===== config.mk =====
export PLATFORM = sky130hd
export DESIGN_NAME = ebhs_ease
export DESIGN_NICKNAME = d
export VERILOG_FILES = /design/src/design/ebhs_pkg.sv /design/src/design/ebhs_ease.sv
export SDC_FILE = /design/constraint.sdc
export NUM_CORES = 1
export LEC_CHECK = 0
export ABC_CLOCK_PERIOD_IN_PS = 21300
export BUFFER_PORTS_ARGS = -buffer_cell sky130_fd_sc_hd__buf_2
export CORE_UTILIZATION = 50
export DETAILED_ROUTE_END_ITERATION = 12
export GPL_ROUTABILITY_DRIVEN = 1
export PLACE_DENSITY_LB_ADDON = 0.12
export SKIP_LAST_GASP = 1
export SYNTH_ARGS = -nofsm -noshare
export SYNTH_HDL_FRONTEND = slang
export SYNTH_SLANG_ARGS = --single-unit

===== constraint.sdc =====
create_clock -name vclk -period 21.3
set_input_delay 1.065 -clock vclk [all_inputs]
set_output_delay 1.065 -clock vclk [all_outputs]
set_load 0.005 [all_outputs]

===== src/design/ebhs_pkg.sv =====
package ebhs_pkg;

  // grid capacity
  localparam int MAX_COLS = 256;
  localparam int MAX_ROWS = 256;

  // field widths
  localparam int CFG_W    = 9;
  localparam int INDEX_W  = 8;
  localparam int HEIGHT_W = 16;
  localparam int COORD_W  = 17;
  localparam int FRAC_W   = 16;
  localparam int WEIGHT_W = 16;
  localparam int OUT_W    = 24;
  localparam int OUT_FRAC = 8;

  // effective counts hold 2..MAX
  localparam int COL_CNT_W = $clog2(MAX_COLS + 1);
  localparam int ROW_CNT_W = $clog2(MAX_ROWS + 1);

  // memory addressing: {row, col}
  localparam int COL_ADDR_W = $clog2(MAX_COLS);
  localparam int ROW_ADDR_W = $clog2(MAX_ROWS);
  localparam int MEM_ADDR_W = COL_ADDR_W + ROW_ADDR_W;
  localparam int MEM_DEPTH  = 1 << MEM_ADDR_W;

  // integer part of a scaled coordinate, up to twice the count
  localparam int X_W = COORD_W + COL_CNT_W - FRAC_W;
  localparam int Y_W = COORD_W + ROW_CNT_W - FRAC_W;

  // blend widths
  localparam int ROW_W   = HEIGHT_W + FRAC_W;
  localparam int SUM_W   = ROW_W + WEIGHT_W + 2;
  localparam int Q_SHIFT = 2 * FRAC_W - OUT_FRAC;

  // operation codes
  localparam logic OP_WRITE  = 1'b0;
  localparam logic OP_SAMPLE = 1'b1;

  // register indexes
  localparam logic CFG_GRID_COLS = 1'b0;
  localparam logic CFG_GRID_ROWS = 1'b1;

  function automatic int unsigned clamp_count(logic [CFG_W-1:0] n, int unsigned maxv);
    int unsigned v;
    v = int'(n);
    if (v < 2) return 2;
    if (v > maxv) return maxv;
    return v;
  endfunction

endpackage


===== src/design/ebhs_ease.sv =====
module ebhs_ease (
  input  logic [ebhs_pkg::FRAC_W-1:0]   frac,
  output logic [ebhs_pkg::WEIGHT_W-1:0] weight
);

  logic [ebhs_pkg::FRAC_W-1:0]   op;
  logic [2*ebhs_pkg::FRAC_W-1:0] sq;
  logic [2*ebhs_pkg::FRAC_W-1:0] num;

  // upper half squares the distance to one
  assign op  = frac[ebhs_pkg::FRAC_W-1] ? (~frac + 1'b1) : frac;
  assign sq  = (2*ebhs_pkg::FRAC_W)'(op) * (2*ebhs_pkg::FRAC_W)'(op);
  assign num = frac[ebhs_pkg::FRAC_W-1]
             ? (((2*ebhs_pkg::FRAC_W)'(1) << (2*ebhs_pkg::FRAC_W-1)) - sq)
             : sq;
  // num stays below 2^31, weight is num >> 15
  assign weight = num[2*ebhs_pkg::FRAC_W-2 -: ebhs_pkg::WEIGHT_W];

endmodule


# After elaboration in Yosys (flattened, before gate mapping)
# Cells that the tools add are included.
# classes
addsub	2
n_mul	1
mux	2
bitwise_logic	1
# op_table
operator	count
16-bit by 16-bit multiplier with 31-bit output	1
31-bit 2-to-1 mux	1
1-bit by 31-bit subtractor with 31-bit output (first input constant)	1
16-bit by 1-bit adder with 16-bit output (second input constant)	1
16-bit 2-to-1 mux	1
16-bit inverter	1
# word_totals
reg_bits	0
inputBits	16
out_inout_bits	16

# Logic depth before layout (Yosys ltp)
# depth
ltp_word	6
depth_mapped	32
depth_no_buf	30

# Least setup slack after synthesis
# Ideal clock, no wire load.
# synth_timing
path_kind	input port to output port
start	input frac[1] in the netlist's numbering
end	output weight[15] in the netlist's numbering
t_arrival_ns	8.932
path_slack_ns	11.303
cell_stages	26
cell_sequence	or4_1 > nand2b_1 > or4_1 > o31ai_1 > xor2_1 > inv_2 > buf_2 > nand2_1 > fa_1 > fa_1 > inv_1 > fa_1 > fa_1 > fa_1 > inv_1 > fa_1 > inv_1 > ha_1 > a21o_1 > or3_1 > o21ba_1 > or3_4 > a2111oi_4 > nand4_4 > o41ai_2 > xnor3_1
# synth_between
elab_chain_cells	6
# synth_lines
element	line_no	text
start, declared	ebhs_ease.sv:2	input logic [ebhs_pkg::FRAC_W-1:0] frac,
16-bit inverter	ebhs_ease.sv:11	assign op = frac[ebhs_pkg::FRAC_W-1] ? (~frac + 1'b1) : frac;
16-bit by 1-bit adder with 16-bit output	ebhs_ease.sv:11	
16-bit 2-to-1 mux (*)	ebhs_ease.sv:11	
16-bit by 16-bit multiplier with 31-bit output (*)	ebhs_ease.sv:12	assign sq = (2*ebhs_pkg::FRAC_W)'(op) * (2*ebhs_pkg::FRAC_W)'(op);
1-bit by 31-bit subtractor with 31-bit output	ebhs_ease.sv:14	? (((2*ebhs_pkg::FRAC_W)'(1) << (2*ebhs_pkg::FRAC_W-1)) - sq)
31-bit 2-to-1 mux (*)	ebhs_ease.sv:14	
end, declared	ebhs_ease.sv:3	output logic [ebhs_pkg::WEIGHT_W-1:0] weight
# Every way passes the cells marked *; elsewhere a longest branch is shown, timed or not.

# Final worst setup path
# layout_timing
start	input frac[0] in the netlist's numbering
end	output weight[15] in the netlist's numbering
# Same word-level chain as after synthesis.

==> metrics <==
status=completed; Required @ worst endpoint=20.24 ns; number of clock buffers in the layout=0; Final TNS setup=0 ns; Setup WS pre-CTS=10.14 ns; Slew Limit Fails=0; Synth Area in Simple Gates=12.45%; Site Rows=45; most frequent cells in the layout=inv_1 (245), fa_1 (164), ha_1 (94); xor/xnor share of the synthesized area=6.534%; final hold vios=0; Buffers on Ports=32; GR Util All Layers=24.01%; routability congestion estimate=0.8727; Chip Height=127.3 um; Distinct cells, synth=64; largest cells by area after synthesis=fa_1 (42%), ha_1 (15%), inv_1 (12%), nand2_1 (4.4%), xnor2_1 (3.8%); FFs & Latches=0; chip width=roughly 130 um; Hold/Removal Path Class=primary input to output port; CP Capture Type=output port; multiplexer area fraction after synthesis=0.1275%; Initial Utilization=between 50 and 60%; Nets=1230; final worst slack=10.15 ns; Mapped Area=about 7900 um2; DR pass1 iterations=5; vias=around 6100; DRT antenna net count=0; Max Cap Violations=0; area grow syn2layout=5.068%; post-CTS sizing=0; drt initial violations=346; top-area cell type share of the netlist area=41.82%; DRC viols=0; Die Footprint=16210 um2; commonest non-fill, non-tap cell in the layout=inv_1; share of layout cells above drive strength 1=5.451%; Syn Area/Cell=8.451 um2; WL per Instance=15.85 um; crit share post-route=a little over half; final wirelength=around 18000 um; sequential-to-total area share from yosys stat=0%; crit path max fanout=16; Critical Path AT=between 10 and 15 ns; I/O pin cnt=32; buffer count from post-CTS setup fixing=0; first-pass GRT wire length=30570 um; RSZ-0062 raised after global routing=false; # setup viols final=0; Hold Slack=2.793 ns; Crit Path Category=primary input to output port; Worst Tran Pin Value=0.8921 ns; vias per cell=just over 5; vias in the first global route=6164; core area=~15000 um2; number of hold buffers added after cts=0; highest clock rate=0.08973 GHz; Compound-Gate Fraction of Synth Area=10.76%; Tmin final=11.15 ns; Ys Warns=0; # diodes=0; largest family of logic cells by synthesized area=adder cells; HPWL after detailed placement=16640 um; Slew HR=between 40% and 50%; Critical Path Start Type=primary input; Synth Area in Adders=56.80%; post-synth top area cell=fa_1; synthesized netlist cell count=929; register area=0 um2; pin count of the biggest net entering global routing=35; antenna violations before repair=0; GRT overflow=0
critical path, stage by stage:
cell       delay, ns
buf_2           0.15
inv_1           0.39
ha_1            0.27
nand3_1         0.18
or4_1           0.49
o21ai_0         0.35
xor2_1          0.73
nor2_1          0.18
inv_1           0.13
fa_1            0.46
fa_1            0.55
inv_1           0.05
fa_1            0.48
fa_1            0.46
fa_1            0.54
inv_1           0.05
fa_1            0.53
inv_1           0.04
ha_1            0.36
a21o_1          0.24
or3_1           0.40
o21ba_1         0.24
or3_4           0.36
a2111oi_4       0.40
nand4_4         0.19
o41ai_2         0.40
xnor3_1         0.27
buf_2           0.13
layout make-up:
type / count / area (um2)
multi-input combinational: 666 / 6845
inverter: 251 / 942.2
tap: 211 / 264.0
fill: 1526 / 7009
timing repair buffer: 37 / 197.7
path summary, 6_finish.rpt:
path,start,endpoint,slack [ns],depth (start not counted)
worst max-delay path,frac[0],weight[15],10.15,28
worst min-delay path,frac[15],weight[2],2.79,4
kinds of logic after synthesis:
kind of cell	after synthesis
adder cells (fa/ha/maj)	258
AND/OR/NAND/NOR	218
XOR/XNOR	57
AO/OA/AOI/OAI	121
multiplexers	1
buffers and inverters	272
other	2
stage by stage:
step | utilization, % | area, um2 | cells
2_1_floorplan | - | 7885 | 938
3_5_place_dp | 54.06 | 8249 | 1165
6_report | 54.06 | 8249 | 1165
5_1_grt | 54.06 | 8249 | 1165
4_1_cts | 54.06 | 8249 | 1165
3_3_place_gp | 54.06 | 8249 | 1165
routing by layer:
metal | track usage (%) | part of all wire (%) | vias to the layer above
li1 | - | - | 2909
met1 | 32.83 | 43 | 3008
met2 | 44.04 | 53 | 133
met3 | 0.9213 | 3.5 | 4
met4 | 1.751 | 0.63 | 0
met5 | 0 | 0 | -
Yosys cell counts, types with 3 or more instances:
library cell / number
inv_1: 245
fa_1: 164
ha_1: 94
nand2_1: 93
nor2_1: 73
xnor2_1: 34
o21ai_0: 26
a21oi_1: 24
xor2_1: 22
clkbuf_1: 16
a21o_1: 13
nor3_1: 10
o31ai_1: 8
a31oi_1: 6
and3_1: 6
nand3_1: 5
or3_1: 5
a211oi_1: 4
o211ai_1: 4
o21bai_1: 4
or4_1: 4
and2_1: 3
buf_2: 3
clkinv_1: 3
inv_2: 3
nand2b_1: 3
nand4_1: 3
o21a_1: 3
o21ai_1: 3
Power is not shown: default switching activity piles up to over one toggle a cycle in this logic, so the estimate is an artifact.
